$ cat src/rtl/u8dc_pkg.sv
// ----------------------------------------------------------------------------
// u8dc_pkg
// Shared types and constants for the UTF-8 decoder / classifier.
// ----------------------------------------------------------------------------
`default_nettype none

package u8dc_pkg;

  localparam int unsigned CODE_W  = 31;
  localparam int unsigned LEN_W   = 3;
  localparam int unsigned BYTE_W  = 8;
  localparam int unsigned CLASS_W = 4;

  typedef enum logic [CLASS_W-1:0] {
    SC_LATIN    = 4'd0,
    SC_GREEK    = 4'd1,
    SC_CYRILLIC = 4'd2,
    SC_ARMENIAN = 4'd3,
    SC_HEBREW   = 4'd4,
    SC_ARABIC   = 4'd5,
    SC_CJK      = 4'd6,
    SC_PUNCT    = 4'd7,
    SC_DIGIT    = 4'd8,
    SC_EMOJI    = 4'd9,
    SC_UNKNOWN  = 4'd10
  } script_t;

  // classifier result handed back to the top level
  typedef struct packed {
    script_t script;
    logic    full_width;
  } class_res_t;

endpackage

`default_nettype wire

$ cat src/rtl/u8dc_if.sv
// ----------------------------------------------------------------------------
// u8dc_if
// Valid/ready channel interfaces for the byte input and the result output.
// ----------------------------------------------------------------------------
`default_nettype none

interface u8dc_in_if;
  logic                          valid;
  logic                          ready;
  logic [u8dc_pkg::BYTE_W-1:0]   byte_in;

  modport source (output valid, output byte_in, input ready);
  modport sink   (input valid, input byte_in, output ready);
endinterface

interface u8dc_out_if;
  logic                          valid;
  logic                          ready;
  logic [u8dc_pkg::CODE_W-1:0]   code_point;
  logic [u8dc_pkg::CLASS_W-1:0]  script_class;
  logic                          full_width;
  logic [u8dc_pkg::LEN_W-1:0]    byte_length;

  modport source (output valid, output code_point, output script_class,
                  output full_width, output byte_length, input ready);
  modport sink   (input valid, input code_point, input script_class,
                  input full_width, input byte_length, output ready);
endinterface

`default_nettype wire

$ cat src/rtl/u8dc_classify.sv
// ----------------------------------------------------------------------------
// u8dc_classify
// Script class and full-width flag of a code point (pure range compares).
// ----------------------------------------------------------------------------
`default_nettype none

module u8dc_classify (
  input  logic [u8dc_pkg::CODE_W-1:0] code,
  output u8dc_pkg::class_res_t        res
);

  function automatic logic in_rng(input logic [u8dc_pkg::CODE_W-1:0] v,
                                  input logic [u8dc_pkg::CODE_W-1:0] lo,
                                  input logic [u8dc_pkg::CODE_W-1:0] hi);
    return (v >= lo) && (v <= hi);
  endfunction

  logic cjk, emoji, latin, punct, fw;

  always_comb begin
    cjk   = in_rng(code, 31'h1100, 31'h115F)  || in_rng(code, 31'h2E80, 31'h303E) ||
            in_rng(code, 31'h3041, 31'h33FF)  || in_rng(code, 31'h3400, 31'h4DBF) ||
            in_rng(code, 31'h4E00, 31'h9FFF)  || in_rng(code, 31'hF900, 31'hFAFF) ||
            in_rng(code, 31'hFE30, 31'hFE6F)  || in_rng(code, 31'h20000, 31'h3FFFD);
    emoji = in_rng(code, 31'h1F300, 31'h1F64F) || in_rng(code, 31'h1F900, 31'h1F9FF);
    latin = in_rng(code, 31'h41, 31'h5A) || in_rng(code, 31'h61, 31'h7A) ||
            in_rng(code, 31'h80, 31'h24F);
    punct = in_rng(code, 31'h20, 31'h2F)     || in_rng(code, 31'h3A, 31'h40) ||
            in_rng(code, 31'h5B, 31'h60)     || in_rng(code, 31'h7B, 31'h7E) ||
            in_rng(code, 31'h2000, 31'h206F) || in_rng(code, 31'h3000, 31'h303F);
    fw    = cjk || emoji ||
            in_rng(code, 31'hA000, 31'hA4CF) || in_rng(code, 31'hAC00, 31'hD7A3) ||
            in_rng(code, 31'hFF00, 31'hFF60) || in_rng(code, 31'hFFE0, 31'hFFE6);

    res.full_width = fw;
    // first match wins
    if (latin)                                  res.script = u8dc_pkg::SC_LATIN;
    else if (in_rng(code, 31'h370, 31'h3FF))    res.script = u8dc_pkg::SC_GREEK;
    else if (in_rng(code, 31'h400, 31'h52F))    res.script = u8dc_pkg::SC_CYRILLIC;
    else if (in_rng(code, 31'h530, 31'h58F))    res.script = u8dc_pkg::SC_ARMENIAN;
    else if (in_rng(code, 31'h590, 31'h5FF))    res.script = u8dc_pkg::SC_HEBREW;
    else if (in_rng(code, 31'h600, 31'h6FF))    res.script = u8dc_pkg::SC_ARABIC;
    else if (cjk)                               res.script = u8dc_pkg::SC_CJK;
    else if (punct)                             res.script = u8dc_pkg::SC_PUNCT;
    else if (in_rng(code, 31'h30, 31'h39))      res.script = u8dc_pkg::SC_DIGIT;
    else if (emoji)                             res.script = u8dc_pkg::SC_EMOJI;
    else                                        res.script = u8dc_pkg::SC_UNKNOWN;
  end

endmodule

`default_nettype wire

$ cat src/rtl/utf8_decode_classify.sv
// ----------------------------------------------------------------------------
// utf8_decode_classify
// UTF-8 byte stream decoder with script classification.
// ----------------------------------------------------------------------------
// Usage:
//   in_ch  : one raw byte per word (valid/ready).
//   out_ch : one word per completed character: code point, script class,
//            full-width flag and byte length (1 to 6).
//   A byte with no character open is a lead byte; 1-byte characters (and
//   stray continuation bytes) complete at once. Bytes after a lead are
//   taken as continuations unchecked, low six bits shifted in.
// Throughput: one byte per clock, sustained while out_ch is not stalled (see Stall).
// Path: a finished character's word reaches out_ch through the decode
//   register, then is classified into the output register.
// Reset: rst_n low clears the decode state and both pipeline stages; the
//   next byte after reset is read as a lead byte.
// Stall: when out_ch.ready is low the output word holds; the decode stage
//   keeps taking bytes until a second finished character waits behind it,
//   then in_ch.ready drops.
// ----------------------------------------------------------------------------
`default_nettype none

module utf8_decode_classify (
  input  logic              clk,
  input  logic              rst_n,
  u8dc_in_if.sink           in_ch,
  u8dc_out_if.source        out_ch
);

  localparam int unsigned CW = u8dc_pkg::CODE_W;
  localparam int unsigned LW = u8dc_pkg::LEN_W;

  // decode state
  logic [CW-1:0] partial_r, partial_nxt;
  logic [LW-1:0] remain_r, remain_nxt;
  logic [LW-1:0] clen_r, clen_nxt;

  // decode result stage
  logic          s1_valid_r;
  logic [CW-1:0] s1_code_r;
  logic [LW-1:0] s1_len_r;

  // output stage
  logic          out_valid_r;
  logic [CW-1:0] out_code_r;
  logic [u8dc_pkg::CLASS_W-1:0] out_class_r;
  logic          out_fw_r;
  logic [LW-1:0] out_len_r;

  logic          in_acc, out_free, s1_move, done;
  logic [CW-1:0] done_code;
  logic [LW-1:0] done_len;
  logic [7:0]    b;
  u8dc_pkg::class_res_t cls;

  assign b        = in_ch.byte_in;
  assign out_free = !out_valid_r || out_ch.ready;
  assign s1_move  = s1_valid_r && out_free;
  assign in_ch.ready = !s1_valid_r || out_free;
  assign in_acc   = in_ch.valid && in_ch.ready;

  always_comb begin
    partial_nxt = partial_r;
    remain_nxt  = remain_r;
    clen_nxt    = clen_r;
    done        = 1'b0;
    done_code   = {{(CW-8){1'b0}}, b};
    done_len    = 3'd1;
    if (remain_r != '0) begin
      partial_nxt = {partial_r[CW-7:0], b[5:0]};
      remain_nxt  = remain_r - 3'd1;
      done        = (remain_r == 3'd1);
      done_code   = partial_nxt;
      done_len    = clen_r;
    end else begin
      unique case (b) inside
        8'b0???????, 8'b10??????: begin
          done = 1'b1;
        end
        8'b110?????: begin
          partial_nxt = {{(CW-5){1'b0}}, b[4:0]};
          remain_nxt  = 3'd1;
          clen_nxt    = 3'd2;
        end
        8'b1110????: begin
          partial_nxt = {{(CW-4){1'b0}}, b[3:0]};
          remain_nxt  = 3'd2;
          clen_nxt    = 3'd3;
        end
        8'b11110???: begin
          partial_nxt = {{(CW-3){1'b0}}, b[2:0]};
          remain_nxt  = 3'd3;
          clen_nxt    = 3'd4;
        end
        8'b111110??: begin
          partial_nxt = {{(CW-2){1'b0}}, b[1:0]};
          remain_nxt  = 3'd4;
          clen_nxt    = 3'd5;
        end
        default: begin
          // 0xFC-0xFF: six-byte form
          partial_nxt = {{(CW-1){1'b0}}, b[0]};
          remain_nxt  = 3'd5;
          clen_nxt    = 3'd6;
        end
      endcase
    end
  end

  always_ff @(posedge clk) begin
    if (!rst_n) begin
      partial_r <= '0;
      remain_r  <= '0;
      clen_r    <= '0;
    end else if (in_acc) begin
      partial_r <= partial_nxt;
      remain_r  <= remain_nxt;
      clen_r    <= clen_nxt;
    end
  end

  always_ff @(posedge clk) begin
    if (!rst_n) begin
      s1_valid_r <= 1'b0;
    end else if (in_acc && done) begin
      s1_valid_r <= 1'b1;
    end else if (s1_move) begin
      s1_valid_r <= 1'b0;
    end
  end

  always_ff @(posedge clk) begin
    if (in_acc && done) begin
      s1_code_r <= done_code;
      s1_len_r  <= done_len;
    end
  end

  u8dc_classify u_classify (
    .code (s1_code_r),
    .res  (cls)
  );

  always_ff @(posedge clk) begin
    if (!rst_n) begin
      out_valid_r <= 1'b0;
    end else if (s1_move) begin
      out_valid_r <= 1'b1;
    end else if (out_ch.ready) begin
      out_valid_r <= 1'b0;
    end
  end

  always_ff @(posedge clk) begin
    if (s1_move) begin
      out_code_r  <= s1_code_r;
      out_class_r <= cls.script;
      out_fw_r    <= cls.full_width;
      out_len_r   <= s1_len_r;
    end
  end

  assign out_ch.valid        = out_valid_r;
  assign out_ch.code_point   = out_code_r;
  assign out_ch.script_class = out_class_r;
  assign out_ch.full_width   = out_fw_r;
  assign out_ch.byte_length  = out_len_r;

  // at most five continuations are ever outstanding
  a_remain_max: assert property (@(posedge clk) disable iff (!rst_n)
    remain_r <= 3'd5)
    else $error("continuation count out of range");

  // an open character always has a length above its remaining count
  a_open_len: assert property (@(posedge clk) disable iff (!rst_n)
    (remain_r != 3'd0) |-> (clen_r >= 3'd2 && clen_r <= 3'd6 && remain_r < clen_r))
    else $error("open character length inconsistent");

  // last continuation accepted -> decoded word waits in stage 1
  a_last_cont: assert property (@(posedge clk) disable iff (!rst_n)
    (in_acc && remain_r == 3'd1) |=> s1_valid_r)
    else $error("completed character lost");

  // stage 1 holds a word whenever it could not move on
  a_s1_hold: assert property (@(posedge clk) disable iff (!rst_n)
    (s1_valid_r && !out_free) |=> (s1_valid_r && $stable(s1_code_r)))
    else $error("stage 1 word dropped under stall");

endmodule

`default_nettype wire
$ cat src/flat_wrapper.sv
// flat-port wrapper written by rule: the top's interface ports become plain ports
module utf8_decode_classify_flat 
  (clk, rst_n, in_ch_valid, in_ch_byte_in, in_ch_ready, out_ch_valid, out_ch_code_point, out_ch_script_class, out_ch_full_width, out_ch_byte_length, out_ch_ready);
  u8dc_in_if in_ch_i ();
  u8dc_out_if out_ch_i ();
  input  logic clk;
  input  logic rst_n;
  input wire logic [$bits(in_ch_i.valid)-1:0] in_ch_valid;
  input wire logic [$bits(in_ch_i.byte_in)-1:0] in_ch_byte_in;
  output wire logic [$bits(in_ch_i.ready)-1:0] in_ch_ready;
  output wire logic [$bits(out_ch_i.valid)-1:0] out_ch_valid;
  output wire logic [$bits(out_ch_i.code_point)-1:0] out_ch_code_point;
  output wire logic [$bits(out_ch_i.script_class)-1:0] out_ch_script_class;
  output wire logic [$bits(out_ch_i.full_width)-1:0] out_ch_full_width;
  output wire logic [$bits(out_ch_i.byte_length)-1:0] out_ch_byte_length;
  input wire logic [$bits(out_ch_i.ready)-1:0] out_ch_ready;
  assign in_ch_i.valid = in_ch_valid;
  assign in_ch_i.byte_in = in_ch_byte_in;
  assign in_ch_ready = in_ch_i.ready;
  assign out_ch_valid = out_ch_i.valid;
  assign out_ch_code_point = out_ch_i.code_point;
  assign out_ch_script_class = out_ch_i.script_class;
  assign out_ch_full_width = out_ch_i.full_width;
  assign out_ch_byte_length = out_ch_i.byte_length;
  assign out_ch_i.ready = out_ch_ready;
  utf8_decode_classify u_core (.clk(clk), .rst_n(rst_n), .in_ch(in_ch_i), .out_ch(out_ch_i));
endmodule
$ cat config.mk
export PLATFORM = sky130hd
export DESIGN_NAME = utf8_decode_classify_flat
export DESIGN_NICKNAME = d
export VERILOG_FILES = /design/src/rtl/u8dc_pkg.sv /design/src/rtl/u8dc_if.sv /design/src/rtl/u8dc_classify.sv /design/src/rtl/utf8_decode_classify.sv /design/src/flat_wrapper.sv
export SDC_FILE = /design/constraint.sdc
export NUM_CORES = 1
export LEC_CHECK = 0
export BUFFER_PORTS_ARGS = -buffer_cell sky130_fd_sc_hd__buf_2
export CAP_MARGIN = 40
export CORE_UTILIZATION = 53
export DETAILED_ROUTE_END_ITERATION = 8
export GPL_TIMING_DRIVEN = 0
export PLACE_DENSITY = 0.76
export SYNTH_ARGS = -nofsm -noshare
export SYNTH_HDL_FRONTEND = slang
export SYNTH_SLANG_ARGS = --single-unit
$ cat constraint.sdc
create_clock -name clk -period 3.7 [get_ports clk]
set_clock_uncertainty 0.15 [all_clocks]
set_input_delay 0.185 -clock clk [delete_from_list [all_inputs] [get_ports clk]]
set_output_delay 0.185 -clock clk [all_outputs]
set_load 0.01 [all_outputs]
==> Word level (Yosys, flattened, before mapping) <==
Cells that the tools add are included.
{ "word_totals": {"register_bits": 106, "input_bits": 12, "output_inout_bits": 41, "word_cells": 170} }
{ "op_classes": {"addsub": 1, "magnitude_cmp": 58, "n_eq_ne": 7, "muxes": 21, "n_bitwise": 3, "reduce_logical": 65} }
{ "op_table": {"columns": ["op", "n"], "rows": [
  ["31-bit by 16-bit less-or-equal comparator with 1-bit output, second input constant", 7],
  ["31-bit by 16-bit greater-or-equal comparator with 1-bit output, second input constant", 6],
  ["31-bit by 14-bit greater-or-equal comparator with 1-bit output, second input constant", 5],
  ["31-bit by 7-bit less-or-equal comparator with 1-bit output, second input constant", 5],
  ["25-bit case mux with 5 select lines", 1],
  ["31-bit by 11-bit greater-or-equal comparator with 1-bit output, second input constant", 4],
  ["31-bit by 7-bit greater-or-equal comparator with 1-bit output, second input constant", 4],
  ["31-bit by 11-bit less-or-equal comparator with 1-bit output, second input constant", 4],
  ["31-bit by 14-bit less-or-equal comparator with 1-bit output, second input constant", 4],
  ["31-bit by 6-bit greater-or-equal comparator with 1-bit output, second input constant", 3],
  ["31-bit by 17-bit greater-or-equal comparator with 1-bit output, second input constant", 2],
  ["31-bit by 10-bit less-or-equal comparator with 1-bit output, second input constant", 2],
  ["31-bit by 17-bit less-or-equal comparator with 1-bit output, second input constant", 2],
  ["31-bit by 6-bit less-or-equal comparator with 1-bit output, second input constant", 2],
  ["1-bit logical AND", 32],
  ["31-bit by 10-bit greater-or-equal comparator with 1-bit output, second input constant", 1],
  ["31-bit by 13-bit greater-or-equal comparator with 1-bit output, second input constant", 1],
  ["31-bit by 15-bit greater-or-equal comparator with 1-bit output, second input constant", 1],
  ["31-bit by 18-bit greater-or-equal comparator with 1-bit output, second input constant", 1],
  ["31-bit by 8-bit greater-or-equal comparator with 1-bit output, second input constant", 1],
  ["31-bit by 13-bit less-or-equal comparator with 1-bit output, second input constant", 1],
  ["31-bit by 15-bit less-or-equal comparator with 1-bit output, second input constant", 1],
  ["31-bit by 18-bit less-or-equal comparator with 1-bit output, second input constant", 1],
  ["3-bit case mux with 5 select lines", 2],
  ["23 further kinds", 62]
]} }

==> Logic depth before layout (Yosys ltp) <==
{ "logic_depth": {"depth_word": 15, "ltp_mapped": 9} }

==> Cells and area by module <==
A second synthesis with hierarchy kept.
{ "unflattened": {"hier_cells": 487, "area_unflattened_um2": 5232.5} }
{ "by_module_without_submodules": {"columns": ["mod", "instances", "cells_per_inst", "area_each_um2"], "rows": [
  ["utf8_decode_classify", 1, 258, 3860.0],
  ["u8dc_classify", 1, 229, 1372.6]
]} }

==> Worst setup path before layout <==
OpenSTA, ideal clock, no wires.
{ "synth_path": {"path_kind": "flip-flop to flip-flop", "startpoint": "register u_core.out_valid_r, in the netlist u_core.out_ch.valid", "endpoint": "register u_core.s1_code_r[0] (enable)", "setup_ps": 468, "arrival_time_ps": 3175, "required_time_ps": 3082, "path_slack_ps": -93, "path_stages_with_launch": 5, "path_buffers": 0, "period_less_slack_ps": 3793, "path_cell_list": "dfxtp_1 > nor2b_1 > nand2_1 > nand2_1 > nor3_1"} }
{ "synth_between": {"elab_chain_cells": 5} }
{ "synth_lines": {"columns": ["element", "line", "source"], "rows": [
  ["from (decl)", "utf8_decode_classify.sv:44", "logic out_valid_r;"],
  ["from (signal assigned)", "utf8_decode_classify.sv:146", "out_valid_r <= 1'b0;"],
  ["from (signal assigned)", "utf8_decode_classify.sv:148", "out_valid_r <= 1'b1;"],
  ["from (signal assigned)", "utf8_decode_classify.sv:150", "out_valid_r <= 1'b0;"],
  ["1-bit zero test", "utf8_decode_classify.sv:57", "assign out_free = !out_valid_r || out_ch.ready;"],
  ["1-bit logical OR", "utf8_decode_classify.sv:57", null],
  ["1-bit logical OR", "utf8_decode_classify.sv:59", "assign in_ch.ready = !s1_valid_r || out_free;"],
  ["net in_ch_ready", "flat_wrapper.sv:10", "output wire logic [$bits(in_ch_i.ready)-1:0] in_ch_ready;"],
  ["1-bit logical AND", "utf8_decode_classify.sv:60", "assign in_acc = in_ch.valid && in_ch.ready;"],
  ["1-bit logical AND", "utf8_decode_classify.sv:133", "if (in_acc && done) begin"],
  ["to (signal assigned)", "utf8_decode_classify.sv:134", "s1_code_r <= done_code;"],
  ["to (decl)", "utf8_decode_classify.sv:40", "logic [CW-1:0] s1_code_r;"]
]} }
The timed path passes the listed nets, and every way through them passes these cells.
A chain may end at the register's enable or synchronous reset.

==> Final worst setup path <==
{ "layout_path": {"startpoint": "register u_core.s1_code_r[23]", "endpoint": "register u_core.out_class_r, in the netlist u_core.out_ch.script_class[3] (data pin)"} }
{ "layout_between": {"elab_chain_cells": 10, "elab_cells_between_ends": 81} }
{ "layout_lines": {"columns": ["element", "line", "source"], "rows": [
  ["31-bit by 13-bit greater-or-equal comparator with 1-bit output (tied with other cells)", "u8dc_classify.sv:15", "return (v >= lo) && (v <= hi);"],
  ["1-bit logical AND", "u8dc_classify.sv:15", null],
  ["1-bit logical OR (2 in series)", "u8dc_classify.sv:21", "cjk = in_rng(code, 31'h1100, 31'h115F) || in_rng(code, 31'h2E80, 31'h303E) ||"],
  ["1-bit logical OR (2 in series)", "u8dc_classify.sv:22", "in_rng(code, 31'h3041, 31'h33FF) || in_rng(code, 31'h3400, 31'h4DBF) ||"],
  ["1-bit logical OR (2 in series)", "u8dc_classify.sv:23", "in_rng(code, 31'h4E00, 31'h9FFF) || in_rng(code, 31'hF900, 31'hFAFF) ||"],
  ["1-bit logical OR", "u8dc_classify.sv:24", "in_rng(code, 31'hFE30, 31'hFE6F) || in_rng(code, 31'h20000, 31'h3FFFD);"],
  ["8-bit OR reduction (no line) (*)", null, null],
  ["to (signal assigned)", "utf8_decode_classify.sv:157", "out_class_r <= cls.script;"],
  ["to (decl)", "utf8_decode_classify.sv:46", "logic [u8dc_pkg::CLASS_W-1:0] out_class_r;"]
]} }
Mark *: on every way between the ends. The rest lies on a longest branch, timed or not.

==> metrics.md <==
| Metric | Value |
|---|---|
| Sw Pwr | 0.000863 W |
| Placed cell count | 585 |
| Antenna viol nets, final | 0 |
| All-Layer GR Usage | 23.5% |
| Synth Register Bits | 106 |
| Commonest cells in the netlist | edfxtp_1, dfxtp_1, nand2_1, nor2b_1, and2_1 |
| Count of mapped cells out of synthesis | 423 |
| I/O Buffers | 52 |
| CTS tree | done |
| First DRT Iteration DRCs | 213 |
| F_max | 0.335 GHz |
| Drt first pass iters | 6 |
| Total Die Area | 0.00944 mm² |
| Vias per cell | 5.99 |
| Post-layout util | 63.3% |
| Congestion Overflow GR | 0 |
| # rows | 34 |
| Routed via count | 3645 |
| Switching share of power | 31.7% |
| Min Tclk post-route | 2.99 ns |
| Total negative slack | 0 ns |
| Crit path capture type | flop |
| Horiz. Die Dim | 97.1 µm |
| Synth Warn # | 0 |
| Detailed placement HPWL | 7.63 mm |
| Internal | 0.00185 W |
| Final setup vio count | 0 |
| Area Growth Syn to Fin | 15.1% |
| Unique cell type count in the Yosys netlist | 62 |
| CTS root buf | clkbuf_8 |
| Fraction of registers with async set/reset | 0% |
| Final Non-Filler Cells | 609 |
| Slew HR | 51.8% |
| Syn Area/Cell | 11.3 µm² |
| CP startpoint kind | flop |
| Clk buf depth | 2 |
| Hold Path Class | in -> reg |
| Initial Utilization | 55.0% |
| Routed wire length | 10.6 mm |
| Status | completed |
| Mapped Area | 0.00480 mm² |
| Clock-pin transition on the worst setup and hold timing paths | 0.11 ns |
| MaxCap Viol Count | 0 |
| Clock sink count | 106 |
| Synth area leaders | edfxtp_1, dfxtp_1, nor2b_1 |
| Num CTS Buffers | 9 |
| Worst reg-to-reg setup slack | 0.71 ns |
| # DRC | 0 |
| Cell taking the most area after synthesis | edfxtp_1 |
| Pins over their slew limit | 0 |
| IO Count | 53 |
| Most frequent cell after synthesis | edfxtp_1 |
| VDD IR max | 308 µV |
| Die Y | 97.1 µm |
| RD Place Congestion | 0.936 |
| Post-Syn Nets | 438 |
| Slew of the pin with the lowest slew margin | 0.716 ns |
| Unrepaired setup endpoints after global routing | false |
| Crit path required time | 3.68 ns |
| Largest net degree at the start of global routing | 35 |
| # diodes | 0 |
| First-pass GRT wire length | 17.6 mm |
| EDFF count, synth | 73 |
| Nets | 511 |
| Layout cell share with drive strength beyond 1 | 17.8% |
| Reg power frac | 54.8% |
| Vias in the first global route | 3486 |
| Clk pwr share | 25.1% |
| Post-synthesis sequential area ratio | 59.5% |
| Final hold vios | 0 |
| # resized after CTS | 0 |
| Most used DFF post-synth | edfxtp_1 |
| Arrival time worst endpoint | 2.96 ns |
| Core ar. | 0.00872 mm² |
| Post-synth top area share | 45.7% |
| Initial antenna violation count | 0 |
| P_leak | 1.95 nW |
| Clock latency on the worst-skew pair | 0.36 ns |
| Crit-path max FO | 8 |
| H-tree depth | 3 |
| Logic pwr share | 20.1% |
| Crit path kind | reg -> reg |
| Final Cycle Share | 80.7% |
| Routed len/inst | 17.4 µm |
| Pwr dens | 492 mW/mm² |
[flip-flops by register name, indices dropped and copies added (netlist names)]
name,flops
u_core.clen_r,3
u_core.out_ch.full_width,1
u_core.partial_r,25
u_core.out_ch.byte_length,3
u_core.s1_len_r,3
u_core.s1_code_r,31
u_core.out_ch.script_class,4
u_core.remain_r,3
u_core.out_ch.valid,1
u_core.s1_valid_r,1
u_core.out_ch.code_point,31
[path summary, 6_finish.rpt]
kind / from / end / cells after the start
max: u_core.s1_code_r[23] / u_core.out_ch.script_class[3] / 6
min: out_ch_ready / u_core.out_ch.valid / 3
max reg2reg: u_core.s1_code_r[23] / u_core.out_ch.script_class[3] / 6
min reg2reg: u_core.s1_len_r[0] / u_core.out_ch.byte_length[0] / 0
[placed cells by master (no fill, tap or decap), types with 3 or more instances in the layout]
master	n
edfxtp_1	73
buf_2	56
dfxtp_1	33
nand2_1	32
nor2b_1	30
and2_1	28
clkbuf_1	25
a22oi_1	20
nor2_1	18
a21oi_1	16
o21ai_0	15
nand3_1	14
nand4_1	9
clkbuf_8	9
dlygate4sd3_1	8
nor4_1	7
nand2b_1	6
nor3_1	6
o211ai_1	6
a21boi_0	6
and4_1	5
inv_1	4
a31oi_1	3
a21o_1	3
mux2i_1	3
o211a_1	3
ha_1	3
[routing by layer]
layer,vias to the layer above,routed length (µm),global-route usage (%)
met1,1731,4570,31.2
met2,141,5120,37.4
li1,1743,-,-
met3,30,542,5.04
met5,-,0,0
met4,0,340,10.3
[layout make-up]
class | count | area [µm²]
tap | 108 | 135
buffer | 30 | 125
clock buffer | 9 | 124
fill | 670 | 3200
sequential | 106 | 2850
multi-input combinational | 283 | 1820
timing repair buffer | 62 | 375
clock inverter | 7 | 71.3
inverter | 4 | 15.0
[power by group through the flow]
stage / sequential (W) / clock (W) / combinational (W)
floorplan: 0.00151 / 0 / 0.000340
global placement: 0.00152 / 0 / 0.000516
detailed placement: 0.00152 / 0 / 0.000535
CTS: 0.00149 / 0.000696 / 0.000544
global route: 0.00150 / 0.000739 / 0.000606
finish: 0.00149 / 0.000683 / 0.000546
[worst max-delay path: stages, from the launching register on]
cell,delay (ns)
edfxtp_1,0.40
nor4_1,0.66
nand4_1,0.51
nor2_1,0.41
a32o_1,0.32
nor3_2,0.09
and4_1,0.20
[cell families (layout without fill, tap and decap cells)]
kind of cell | count (synthesis) | after routing | synth area share (%)
multiplexers | 4 | 4 | 0.861
adder cells (fa/ha/maj) | 3 | 3 | 0.783
flip-flops | 106 | 106 | 59.5
AND/OR/NAND/NOR | 177 | 177 | 21.1
AO/OA/AOI/OAI | 99 | 99 | 14.9
buffers and inverters | 34 | 112 | 2.92
[what timing repair did]
action	in CTS	in global routing
endpoints found under the hold margin	11	0
hold buffers	8	0
setup buffers	0	0
[stage by stage]
stage	instance area (µm²)	worst slack (ns)	hold slack, ns	total power (W)
after floorplan	4800	0.871	0.134	0.00185
after detailed placement	5250	0.774	0.251	0.00205
after global routing	5520	0.537	0.0269	0.00285
after CTS	5520	0.757	0.00553	0.00273
final	5520	0.715	0.0217	0.00272
after global placement	5200	0.314	0.251	0.00203
No activity file was read; power rests on OpenSTA's default activity.
